File: config.mk
export PLATFORM = sky130hd
export DESIGN_NAME = rgb_timed_fade_sequencer_unit_flat
export DESIGN_NICKNAME = d
export VERILOG_FILES = /design/src/rtl/rtfs_pkg.sv /design/src/rtl/rtfs_channels.sv /design/src/rtl/rtfs_datapath.sv /design/src/rtl/rtfs_controller.sv /design/src/rtl/rgb_timed_fade_sequencer_unit.sv /design/src/flat_wrapper.sv
export SDC_FILE = /design/constraint.sdc
export NUM_CORES = 2
export LEC_CHECK = 0
export ABC_AREA = 1
export BUFFER_PORTS_ARGS = -buffer_cell sky130_fd_sc_hd__buf_2
export CAP_MARGIN = 20
export CORE_MARGIN = 10
export CORE_UTILIZATION = 50
export DETAILED_ROUTE_END_ITERATION = 6
export GPL_ROUTABILITY_DRIVEN = 0
export HOLD_SLACK_MARGIN = 0.08
export PLACE_DENSITY = 0.7
export SLEW_MARGIN = 20
export SYNTH_ARGS = -nofsm -noshare
export SYNTH_HDL_FRONTEND = slang
export SYNTH_SLANG_ARGS = --single-unit
File: constraint.sdc
create_clock -name clk -period 17.6 [get_ports clk]
set_clock_uncertainty 0.2 [all_clocks]
set_input_delay 3.52 -clock clk [delete_from_list [all_inputs] [get_ports clk]]
set_output_delay 3.52 -clock clk [all_outputs]
set_load 0.01 [all_outputs]
File: src/rtl/rtfs_pkg.sv
// Shared constants and types for the RGB timed fade sequencer.
// Used by the channel interfaces, the controller, the datapath and the top level.
// No dependencies.
package rtfs_pkg;

	localparam int TIME_BITS = 24;
	localparam int LEVEL_BITS = 16;
	localparam int NUM_CH = 3;
	localparam int REG_IDX_W = 3;
	localparam int CFG_DATA_W = (TIME_BITS > LEVEL_BITS) ? TIME_BITS : LEVEL_BITS;
	localparam int PROD_W = TIME_BITS + LEVEL_BITS;
	localparam int NUM_W = PROD_W + 2;
	localparam int STEP_W = $clog2(LEVEL_BITS);

	localparam logic [LEVEL_BITS-1:0] LEVEL_FULL = {LEVEL_BITS{1'b1}};
	localparam logic [TIME_BITS-1:0] TIME_MAX = {TIME_BITS{1'b1}};

	localparam logic [TIME_BITS-1:0] RED_TICKS_RST = TIME_BITS'(3000);
	localparam logic [TIME_BITS-1:0] GREEN_TICKS_RST = TIME_BITS'(2000);
	localparam logic [TIME_BITS-1:0] BLUE_TICKS_RST = TIME_BITS'(1000);
	localparam logic [LEVEL_BITS-1:0] RED_GOAL_RST = LEVEL_BITS'(32768);
	localparam logic [LEVEL_BITS-1:0] GREEN_GOAL_RST = LEVEL_BITS'(0);
	localparam logic [LEVEL_BITS-1:0] BLUE_GOAL_RST = LEVEL_BITS'(0);

	// Configuration register indexes.
	localparam logic [REG_IDX_W-1:0] REG_RED_TICKS = 3'd0;
	localparam logic [REG_IDX_W-1:0] REG_GREEN_TICKS = 3'd1;
	localparam logic [REG_IDX_W-1:0] REG_BLUE_TICKS = 3'd2;
	localparam logic [REG_IDX_W-1:0] REG_RED_GOAL = 3'd3;
	localparam logic [REG_IDX_W-1:0] REG_GREEN_GOAL = 3'd4;
	localparam logic [REG_IDX_W-1:0] REG_BLUE_GOAL = 3'd5;

	typedef enum logic [1:0] {
		PH_OUT = 2'd0,
		PH_HOLD = 2'd1,
		PH_IN = 2'd2,
		PH_DONE = 2'd3
	} phase_t;

	typedef enum logic [2:0] {
		OP_NONE = 3'd0,
		OP_ARM = 3'd1,
		OP_CHECK = 3'd2,
		OP_MUL = 3'd3,
		OP_DINIT = 3'd4,
		OP_DSTEP = 3'd5,
		OP_STORE = 3'd6,
		OP_FINISH = 3'd7
	} dp_op_t;

	typedef struct packed {
		dp_op_t op;
		logic [1:0] chan;
	} dp_cmd_t;

	typedef struct packed {
		phase_t mode;
		logic past;
	} dp_status_t;

endpackage

File: src/rtl/rtfs_channels.sv
// Valid/ready channel interfaces for the tick request and the level result.
// Depends on rtfs_pkg for the level width.
interface rtfs_in_if import rtfs_pkg::*; ();
	logic valid;
	logic ready;
	logic wake;

	modport source(output valid, output wake, input ready);
	modport sink(input valid, input wake, output ready);
endinterface

interface rtfs_out_if import rtfs_pkg::*; ();
	logic valid;
	logic ready;
	logic [LEVEL_BITS-1:0] red_level;
	logic [LEVEL_BITS-1:0] green_level;
	logic [LEVEL_BITS-1:0] blue_level;
	logic [1:0] phase;

	modport source(output valid, output red_level, output green_level, output blue_level,
		output phase, input ready);
	modport sink(input valid, input red_level, input green_level, input blue_level,
		input phase, output ready);
endinterface

File: src/rtl/rtfs_datapath.sv
// Datapath: configuration registers, sequencer state, the shared multiplier,
// the shift-subtract divider and the result register. Depends on rtfs_pkg.
module rtfs_datapath import rtfs_pkg::*; (
	input logic clk,
	input logic arst_n,
	input logic cfg_wen,
	input logic [REG_IDX_W-1:0] cfg_idx,
	input logic [CFG_DATA_W-1:0] cfg_data,
	input dp_cmd_t cmd,
	output dp_status_t status,
	output logic [LEVEL_BITS-1:0] red_level,
	output logic [LEVEL_BITS-1:0] green_level,
	output logic [LEVEL_BITS-1:0] blue_level,
	output logic [1:0] phase
);

	logic [TIME_BITS-1:0] ticks_q [NUM_CH];
	logic [LEVEL_BITS-1:0] goal_q [NUM_CH];
	phase_t mode_q;
	logic [TIME_BITS-1:0] elapsed_q;
	logic [TIME_BITS-1:0] rise_q [NUM_CH];
	logic [LEVEL_BITS-1:0] held_q [NUM_CH];

	logic [TIME_BITS-1:0] lim_q;
	logic [LEVEL_BITS-1:0] gsel_q;
	logic [LEVEL_BITS-1:0] diff_q;
	logic past_q;
	logic allp_q;
	logic [PROD_W-1:0] prod_q;
	logic [NUM_W-1:0] rem_q;
	logic [PROD_W-1:0] dsh_q;
	logic [LEVEL_BITS-1:0] quo_q;
	logic [LEVEL_BITS-1:0] red_q, green_q, blue_q;
	phase_t phase_q;

	logic [TIME_BITS-1:0] eff [NUM_CH];
	logic [TIME_BITS-1:0] t_max, t_min;
	logic [TIME_BITS:0] rise_sum [NUM_CH];
	logic [TIME_BITS-1:0] lim;
	logic past;
	logic [NUM_W-1:0] dsh_ext;
	logic rem_ge;
	logic [LEVEL_BITS:0] up_sum;
	logic [LEVEL_BITS-1:0] new_lvl;

	// A channel whose goal is full does not fade at all.
	always_comb begin
		for (int c = 0; c < NUM_CH; c++) begin
			eff[c] = (goal_q[c] == LEVEL_FULL) ? '0 : ticks_q[c];
		end
	end

	// Fade-in times: shortest nonzero fade time plus the lag behind the longest.
	always_comb begin
		t_max = '0;
		t_min = '0;
		for (int c = 0; c < NUM_CH; c++) begin
			if (eff[c] > t_max) begin
				t_max = eff[c];
			end
			if (eff[c] != '0 && (t_min == '0 || eff[c] < t_min)) begin
				t_min = eff[c];
			end
		end
		for (int c = 0; c < NUM_CH; c++) begin
			rise_sum[c] = {1'b0, t_min} + {1'b0, t_max - eff[c]};
		end
	end

	assign lim = (mode_q == PH_OUT) ? eff[cmd.chan] : rise_q[cmd.chan];
	assign past = (elapsed_q >= lim);
	assign status.mode = mode_q;
	assign status.past = past;

	assign dsh_ext = {2'b00, dsh_q};
	assign rem_ge = (rem_q >= dsh_ext);
	assign up_sum = {1'b0, gsel_q} + {1'b0, quo_q};

	always_comb begin
		if (mode_q == PH_OUT) begin
			new_lvl = past_q ? gsel_q : LEVEL_FULL - quo_q;
		end else if (past_q || up_sum[LEVEL_BITS]) begin
			new_lvl = LEVEL_FULL;
		end else begin
			new_lvl = up_sum[LEVEL_BITS-1:0];
		end
	end

	// Configuration and sequencer state.
	always_ff @(posedge clk or negedge arst_n) begin
		if (!arst_n) begin
			ticks_q[0] <= RED_TICKS_RST;
			ticks_q[1] <= GREEN_TICKS_RST;
			ticks_q[2] <= BLUE_TICKS_RST;
			goal_q[0] <= RED_GOAL_RST;
			goal_q[1] <= GREEN_GOAL_RST;
			goal_q[2] <= BLUE_GOAL_RST;
			mode_q <= PH_OUT;
			elapsed_q <= '0;
			for (int c = 0; c < NUM_CH; c++) begin
				rise_q[c] <= '0;
				held_q[c] <= LEVEL_FULL;
			end
		end else begin
			if (cfg_wen) begin
				unique case (cfg_idx)
					REG_RED_TICKS: ticks_q[0] <= cfg_data[TIME_BITS-1:0];
					REG_GREEN_TICKS: ticks_q[1] <= cfg_data[TIME_BITS-1:0];
					REG_BLUE_TICKS: ticks_q[2] <= cfg_data[TIME_BITS-1:0];
					REG_RED_GOAL: goal_q[0] <= cfg_data[LEVEL_BITS-1:0];
					REG_GREEN_GOAL: goal_q[1] <= cfg_data[LEVEL_BITS-1:0];
					REG_BLUE_GOAL: goal_q[2] <= cfg_data[LEVEL_BITS-1:0];
					default: begin
					end
				endcase
			end
			if (cmd.op == OP_ARM) begin
				for (int c = 0; c < NUM_CH; c++) begin
					rise_q[c] <= rise_sum[c][TIME_BITS] ? TIME_MAX : rise_sum[c][TIME_BITS-1:0];
				end
				elapsed_q <= '0;
				mode_q <= PH_IN;
			end
			if (cmd.op == OP_STORE) begin
				held_q[cmd.chan] <= new_lvl;
			end
			if (cmd.op == OP_FINISH && (mode_q == PH_OUT || mode_q == PH_IN)) begin
				if (allp_q) begin
					mode_q <= (mode_q == PH_OUT) ? PH_HOLD : PH_DONE;
				end else if (elapsed_q != TIME_MAX) begin
					elapsed_q <= elapsed_q + 1'b1;
				end
			end
		end
	end

	// Per-channel arithmetic and the result register.
	always_ff @(posedge clk) begin
		unique case (cmd.op)
			OP_CHECK: begin
				lim_q <= lim;
				gsel_q <= goal_q[cmd.chan];
				diff_q <= LEVEL_FULL - goal_q[cmd.chan];
				past_q <= past;
				allp_q <= (cmd.chan == 2'd0) ? past : (allp_q & past);
			end
			OP_MUL: begin
				prod_q <= PROD_W'(diff_q * elapsed_q);
			end
			OP_DINIT: begin
				// Round half up: (2*d*t + L) / (2*L), quotient never above d.
				rem_q <= {1'b0, prod_q, 1'b0} + NUM_W'(lim_q);
				dsh_q <= PROD_W'({lim_q, 1'b0}) << (LEVEL_BITS - 1);
				quo_q <= '0;
			end
			OP_DSTEP: begin
				if (rem_ge) begin
					rem_q <= rem_q - dsh_ext;
				end
				quo_q <= {quo_q[LEVEL_BITS-2:0], rem_ge};
				dsh_q <= dsh_q >> 1;
			end
			OP_FINISH: begin
				red_q <= held_q[0];
				green_q <= held_q[1];
				blue_q <= held_q[2];
				phase_q <= mode_q;
			end
			default: begin
			end
		endcase
	end

	assign red_level = red_q;
	assign green_level = green_q;
	assign blue_level = blue_q;
	assign phase = phase_q;

endmodule

File: src/rtl/rtfs_controller.sv
// Controller state machine: request handshake, channel sequencing, divider
// step count and result handshake. Depends on rtfs_pkg.
module rtfs_controller import rtfs_pkg::*; (
	input logic clk,
	input logic arst_n,
	input logic in_valid,
	input logic in_wake,
	output logic in_ready,
	output logic out_valid,
	input logic out_ready,
	output dp_cmd_t cmd,
	input dp_status_t status
);

	typedef enum logic [7:0] {
		ST_IDLE = 8'b0000_0001,
		ST_ARM = 8'b0000_0010,
		ST_CHECK = 8'b0000_0100,
		ST_MUL = 8'b0000_1000,
		ST_DINIT = 8'b0001_0000,
		ST_DSTEP = 8'b0010_0000,
		ST_STORE = 8'b0100_0000,
		ST_FINISH = 8'b1000_0000
	} ctl_state_t;

	ctl_state_t state_q, state_d;
	logic [1:0] chan_q, chan_d;
	logic [STEP_W-1:0] cnt_q, cnt_d;
	logic out_valid_q;
	logic out_free;
	logic moving;

	assign out_free = !out_valid_q || out_ready;
	assign moving = (status.mode == PH_OUT) || (status.mode == PH_IN);
	assign in_ready = (state_q == ST_IDLE);
	assign out_valid = out_valid_q;

	always_comb begin
		state_d = state_q;
		chan_d = chan_q;
		cnt_d = cnt_q;
		cmd.chan = chan_q;
		cmd.op = OP_NONE;
		unique case (state_q)
			ST_IDLE: begin
				chan_d = 2'd0;
				if (in_valid) begin
					if (status.mode == PH_HOLD && in_wake) begin
						state_d = ST_ARM;
					end else if (moving) begin
						state_d = ST_CHECK;
					end else begin
						state_d = ST_FINISH;
					end
				end
			end
			ST_ARM: begin
				cmd.op = OP_ARM;
				state_d = ST_CHECK;
			end
			ST_CHECK: begin
				cmd.op = OP_CHECK;
				state_d = status.past ? ST_STORE : ST_MUL;
			end
			ST_MUL: begin
				cmd.op = OP_MUL;
				state_d = ST_DINIT;
			end
			ST_DINIT: begin
				cmd.op = OP_DINIT;
				cnt_d = STEP_W'(LEVEL_BITS - 1);
				state_d = ST_DSTEP;
			end
			ST_DSTEP: begin
				cmd.op = OP_DSTEP;
				cnt_d = cnt_q - 1'b1;
				if (cnt_q == '0) begin
					state_d = ST_STORE;
				end
			end
			ST_STORE: begin
				cmd.op = OP_STORE;
				if (chan_q == 2'(NUM_CH - 1)) begin
					state_d = ST_FINISH;
				end else begin
					chan_d = chan_q + 1'b1;
					state_d = ST_CHECK;
				end
			end
			ST_FINISH: begin
				// Wait until the result register can take the new levels.
				if (out_free) begin
					cmd.op = OP_FINISH;
					state_d = ST_IDLE;
				end
			end
			default: begin
				state_d = ST_IDLE;
			end
		endcase
	end

	always_ff @(posedge clk or negedge arst_n) begin
		if (!arst_n) begin
			state_q <= ST_IDLE;
			chan_q <= '0;
			cnt_q <= '0;
			out_valid_q <= 1'b0;
		end else begin
			state_q <= state_d;
			chan_q <= chan_d;
			cnt_q <= cnt_d;
			if (cmd.op == OP_FINISH) begin
				out_valid_q <= 1'b1;
			end else if (out_ready) begin
				out_valid_q <= 1'b0;
			end
		end
	end

	a_finish_only_when_free: assert property (@(posedge clk) disable iff (!arst_n)
		(cmd.op == OP_FINISH) |-> (!out_valid_q || out_ready))
		else $error("result register overwritten while still pending");

	a_one_request_at_a_time: assert property (@(posedge clk) disable iff (!arst_n)
		(in_valid && in_ready) |=> !in_ready)
		else $error("second request taken before the first finished");

	a_check_while_moving: assert property (@(posedge clk) disable iff (!arst_n)
		(state_q == ST_CHECK) |-> (status.mode == PH_OUT || status.mode == PH_IN))
		else $error("channel check outside a fade phase");

	a_channel_in_range: assert property (@(posedge clk) disable iff (!arst_n)
		(state_q == ST_CHECK || state_q == ST_STORE) |-> (chan_q != 2'd3))
		else $error("channel index out of range");

	a_divider_ends_in_store: assert property (@(posedge clk) disable iff (!arst_n)
		(state_q == ST_DSTEP && cnt_q == '0) |=> (state_q == ST_STORE))
		else $error("divider did not hand over to store");

endmodule

File: src/rtl/rgb_timed_fade_sequencer_unit.sv
// Top level of the RGB timed fade sequencer.
// Depends on rtfs_pkg, rtfs_channels, rtfs_controller and rtfs_datapath.
//
// Each request on tick_in is one tick, carrying a wake flag. Each tick gives
// exactly one result on level_out: three 16-bit levels (all ones is full) and
// the phase (fade-out, hold, fade-in, done).
// Configuration: cfg_wen, cfg_idx and cfg_data write one of six registers
// (three fade times, three goal levels); write only while no tick is pending.
// Per tick: a wake in hold arms the fade-in; in fade-out or fade-in each
// channel is checked in turn and stored, a moving channel going first through
// the multiply, the divider set-up and the divider steps; then the result
// register is loaded (in hold or done, straight away). The next tick is taken
// only once the block is back in idle. The pace is set by the single shared
// multiplier and the 16-step shift-subtract divider, used by the channels in turn.
// Reset puts the block in fade-out with all levels full and the registers at
// 3000, 2000, 1000 ticks and goals 32768, 0, 0.
// A stalled receiver keeps the result in the output register; the next tick
// is still accepted and worked on, and waits only to load its result.
module rgb_timed_fade_sequencer_unit import rtfs_pkg::*; (
	input logic clk,
	input logic arst_n,
	input logic cfg_wen,
	input logic [REG_IDX_W-1:0] cfg_idx,
	input logic [CFG_DATA_W-1:0] cfg_data,
	rtfs_in_if.sink tick_in,
	rtfs_out_if.source level_out
);

	dp_cmd_t cmd;
	dp_status_t status;

	rtfs_controller u_ctl (
		.clk(clk),
		.arst_n(arst_n),
		.in_valid(tick_in.valid),
		.in_wake(tick_in.wake),
		.in_ready(tick_in.ready),
		.out_valid(level_out.valid),
		.out_ready(level_out.ready),
		.cmd(cmd),
		.status(status)
	);

	rtfs_datapath u_dp (
		.clk(clk),
		.arst_n(arst_n),
		.cfg_wen(cfg_wen),
		.cfg_idx(cfg_idx),
		.cfg_data(cfg_data),
		.cmd(cmd),
		.status(status),
		.red_level(level_out.red_level),
		.green_level(level_out.green_level),
		.blue_level(level_out.blue_level),
		.phase(level_out.phase)
	);

endmodule

File: src/flat_wrapper.sv
// flat-port wrapper written by rule: the top's interface ports become plain ports
module rgb_timed_fade_sequencer_unit_flat import rtfs_pkg::*;
  (clk, arst_n, cfg_wen, cfg_idx, cfg_data, tick_in_valid, tick_in_wake, tick_in_ready, level_out_valid, level_out_red_level, level_out_green_level, level_out_blue_level, level_out_phase, level_out_ready);
  rtfs_in_if tick_in_i ();
  rtfs_out_if level_out_i ();
  input logic clk;
  input logic arst_n;
  input logic cfg_wen;
  input logic [REG_IDX_W-1:0] cfg_idx;
  input logic [CFG_DATA_W-1:0] cfg_data;
  input wire logic [$bits(tick_in_i.valid)-1:0] tick_in_valid;
  input wire logic [$bits(tick_in_i.wake)-1:0] tick_in_wake;
  output wire logic [$bits(tick_in_i.ready)-1:0] tick_in_ready;
  output wire logic [$bits(level_out_i.valid)-1:0] level_out_valid;
  output wire logic [$bits(level_out_i.red_level)-1:0] level_out_red_level;
  output wire logic [$bits(level_out_i.green_level)-1:0] level_out_green_level;
  output wire logic [$bits(level_out_i.blue_level)-1:0] level_out_blue_level;
  output wire logic [$bits(level_out_i.phase)-1:0] level_out_phase;
  input wire logic [$bits(level_out_i.ready)-1:0] level_out_ready;
  assign tick_in_i.valid = tick_in_valid;
  assign tick_in_i.wake = tick_in_wake;
  assign tick_in_ready = tick_in_i.ready;
  assign level_out_valid = level_out_i.valid;
  assign level_out_red_level = level_out_i.red_level;
  assign level_out_green_level = level_out_i.green_level;
  assign level_out_blue_level = level_out_i.blue_level;
  assign level_out_phase = level_out_i.phase;
  assign level_out_i.ready = level_out_ready;
  rgb_timed_fade_sequencer_unit u_core (.clk(clk), .arst_n(arst_n), .cfg_wen(cfg_wen), .cfg_idx(cfg_idx), .cfg_data(cfg_data), .tick_in(tick_in_i), .level_out(level_out_i));
endmodule
==> metrics.csv <==
stage;metric;value;unit
timing;max_slew.worst_pin.slew;1.10;ns
floorplanning;floorplan.initialDensity;0.503;
critical_path;crit_path_start_kind;flop;
critical_path;max_stage_delay;0.66;ns
global_route;track_usage;0.250;
run_status;failing_checks;design-rule violations;
global_route;number_of_antenna_violations_at_the_first_check_in_global_routing;8;
final_layout;final_cells;7207;
synthesis;synthDistinctLibCells;56;
clock_network;clock_sink_count;527;
clock_network;htree_levels;2;
synthesis;number_of_synthesized_flops_with_an_enable_pin;246;
critical_path;setup.worst_path.end_class;flop;
clock_network;cts_tree;built;
synthesis;ys.warnings.count;0;
synthesis;synth_top_cells_by_count;1270 x sky130_fd_sc_hd__nand2_1, 952 x sky130_fd_sc_hd__inv_1, 508 x sky130_fd_sc_hd__o21ai_0;
route;wl_per_cell;19.0;um
run_status;outcome;finished, violations left;
floorplanning;floorplan.die.height;329;um
route;route.vias.total;40600;
floorplanning;ios;85;
timing;slew_violations;0;
critical_path;worst_path_most_repeated_cell;sky130_fd_sc_hd__nand2_1;
route;drt_pre_antenna_iters;7;
synthesis;yosys.cell_count.top_type;sky130_fd_sc_hd__nand2_1;
place;dp_wirelength;106000;um
route;wl;137000;um
clock_network;path_clk_slew;0.07;ns
clock_network;cts-root-buf;sky130_fd_sc_hd__clkbuf_16;
place;dp.cells;7098;
global_route;gr-total-overflow;0;
final_layout;layout-drive-gt1-share;0.0613;
floorplanning;floorplan.die.width;329;um
clock_network;holdBufCountCts;0;
synthesis;number_of_synthesized_register_bits;527;
final_layout;area_delta_synth_final;7.47;%
synthesis;yosys_most_used_dff;sky130_fd_sc_hd__edfxtp_1;
final_layout;finish.net_count;6674;
synthesis;yosysSeqAreaShare;0.304;
critical_path;worst_ep_required;17.94;ns
floorplanning;core_region_area;94700;um^2
floorplanning;die_area;108000;um^2
timing;final-setup-viol-count;0;
place;numPortBuffers;84;
run;max_capacitance_violation_count;0;
clock_network;clk-insertion-delay-late;0.67;ns
final_layout;diodes;0;
timing;report.final.hold_viol_count;0;
critical_path;critical-path-slowest-cell;sky130_fd_sc_hd__inv_1;
timing;relSlewSlack;0.269;
global_route;grt_pass1_wl;216000;um
critical_path;crit_type;flop to flop;
timing;fmax;0.0927;GHz
synthesis;syn_area_per_cell;8.04;um^2
critical_path;critical_path_at;11.13;ns
synthesis;synth_area_leaders;sky130_fd_sc_hd__edfxtp_1 16%, sky130_fd_sc_hd__fa_1 13%, sky130_fd_sc_hd__ha_1 11%;
clock_network;max-clock-path-buffers;3;
route;detail_route.vias_per_cell;5.64;
synthesis;synth_top_area_share;0.155;
synthesis;synth.largest_area_cell;sky130_fd_sc_hd__edfxtp_1;
critical_path;cp_max_fo;69;
synthesis;syn-num-nets;6703;
global_route;first_global_vias;39400;
clock_network;cts.repair_timing.setup_buffer_count;0;
synthesis;mappedNetlistArea;47600;um^2
timing;rsz0062_at_grt;no;
floorplanning;rows;113;
route;drtIter0Drc;3929;
timing;post-route-period-util;0.613;
route;drc;5;
clock_network;post_cts_resized;0;
timing;setup-tns-final;0;ns
hold_path;hp-class;flop to flop;
synthesis;syn_inst;5923;
synthesis;synthArstFlopShare;0.533;
global_route;grt_max_degree;166;
clock_network;cts-buffers-inserted;58;
route;detail-route-antenna-nets;0;
timing;final_period_demand_of_the_worst_path;10.79;ns
[cell type report]
cell class / count / area (um^2)
sequential: 527 / 14500
tap: 1265 / 1580
clock buffer: 70 / 1580
multi-input combinational: 4216 / 28700
inverter: 956 / 3590
clock inverter: 38 / 394
fill: 8720 / 43500
timing repair buffer: 135 / 850
[cells in the final DEF (no fill, tap or decap), types with 24 or more instances in the layout]
cell type	count
sky130_fd_sc_hd__fa_1	315
sky130_fd_sc_hd__o211ai_1	24
sky130_fd_sc_hd__xor2_1	116
sky130_fd_sc_hd__edfxtp_1	246
sky130_fd_sc_hd__nor3_1	49
sky130_fd_sc_hd__a21oi_1	420
sky130_fd_sc_hd__ha_1	432
sky130_fd_sc_hd__nand2_1	1267
sky130_fd_sc_hd__xnor2_1	78
sky130_fd_sc_hd__buf_4	48
sky130_fd_sc_hd__o21ai_0	506
sky130_fd_sc_hd__o21a_1	47
sky130_fd_sc_hd__inv_1	946
sky130_fd_sc_hd__buf_2	83
sky130_fd_sc_hd__or2_2	35
sky130_fd_sc_hd__nand4_1	47
sky130_fd_sc_hd__nor2_1	389
sky130_fd_sc_hd__nand3_1	154
sky130_fd_sc_hd__a31oi_1	129
sky130_fd_sc_hd__dfstp_2	69
sky130_fd_sc_hd__clkbuf_16	60
sky130_fd_sc_hd__dfrtp_1	211
[stage by stage]
stage                     utilization  hold WS, ns  cell area (um^2)  setup WS, ns
after floorplan                     -        0.248             47600          8.15
after global placement          0.519        0.257             49200          7.20
after detailed placement        0.519        0.260             49200          6.98
after CTS                       0.540        0.271             51200          6.94
after global routing            0.540        0.293             51200          5.85
final                           0.540        0.278             51200          6.81
[worst paths after layout]
kind                                      startpoint                        end  slack (ns)  depth (start not counted)
min                        u_core.u_dp.elapsed_q[16]  u_core.u_dp.elapsed_q[16]        0.28                          1
max in group asynchronous                     arst_n      u_core.u_dp.rise_q[1]       12.98                          2
max reg2reg                   u_core.u_dp.goal_q[45]     u_core.u_dp.rise_q[21]        6.81                         55
min reg2reg                u_core.u_dp.elapsed_q[16]  u_core.u_dp.elapsed_q[16]        0.28                          1
min in group asynchronous                     arst_n     u_core.u_dp.goal_q[37]        2.71                          1
max                           u_core.u_dp.goal_q[45]     u_core.u_dp.rise_q[21]        6.81                         55
[flip-flops by register name (all words and copies together), names as in the netlist, 24 cells and up]
name                   flops
u_core.u_dp.elapsed_q     24
u_core.u_dp.held_q        48
u_core.u_dp.prod_q        40
u_core.u_dp.lim_q         24
u_core.u_dp.dsh_q         40
u_core.u_dp.ticks_q       72
u_core.u_dp.rem_q         42
u_core.u_dp.rise_q        72
u_core.u_dp.goal_q        48
[per-layer routing]
| layer | vias up | GRT usage | wire (um) |
|---|---|---|---|
| met5 | - | 0 | 27 |
| met4 | 4 | 0.0854 | 4720 |
| met3 | 270 | 0.0482 | 11800 |
| met2 | 1617 | 0.403 | 62200 |
| met1 | 19400 | 0.334 | 58100 |
| li1 | 19300 | - | - |
[cell families after synthesis]
group,Yosys count,synth area share
AND/OR/NAND/NOR,1986,0.169
AO/OA/AOI/OAI,1288,0.151
buffers and inverters,1180,0.0942
adder cells (fa/ha/maj),747,0.246
flip-flops,527,0.304
XOR/XNOR,194,0.0357
multiplexers,1,0.000236
[critical path: cells and delay by family, from the launching register on]
family	cells	cell delay, ns
flops	1	0.39
buf+inv	11	2.40
fa+ha+maj	4	1.47
xor+xnor	1	0.15
simple gates	26	3.04
compound gates	13	3.00
Power is left out: the tool's default activity adds up to more than one toggle a clock period on the data nets, which glitch-free logic cannot reach.
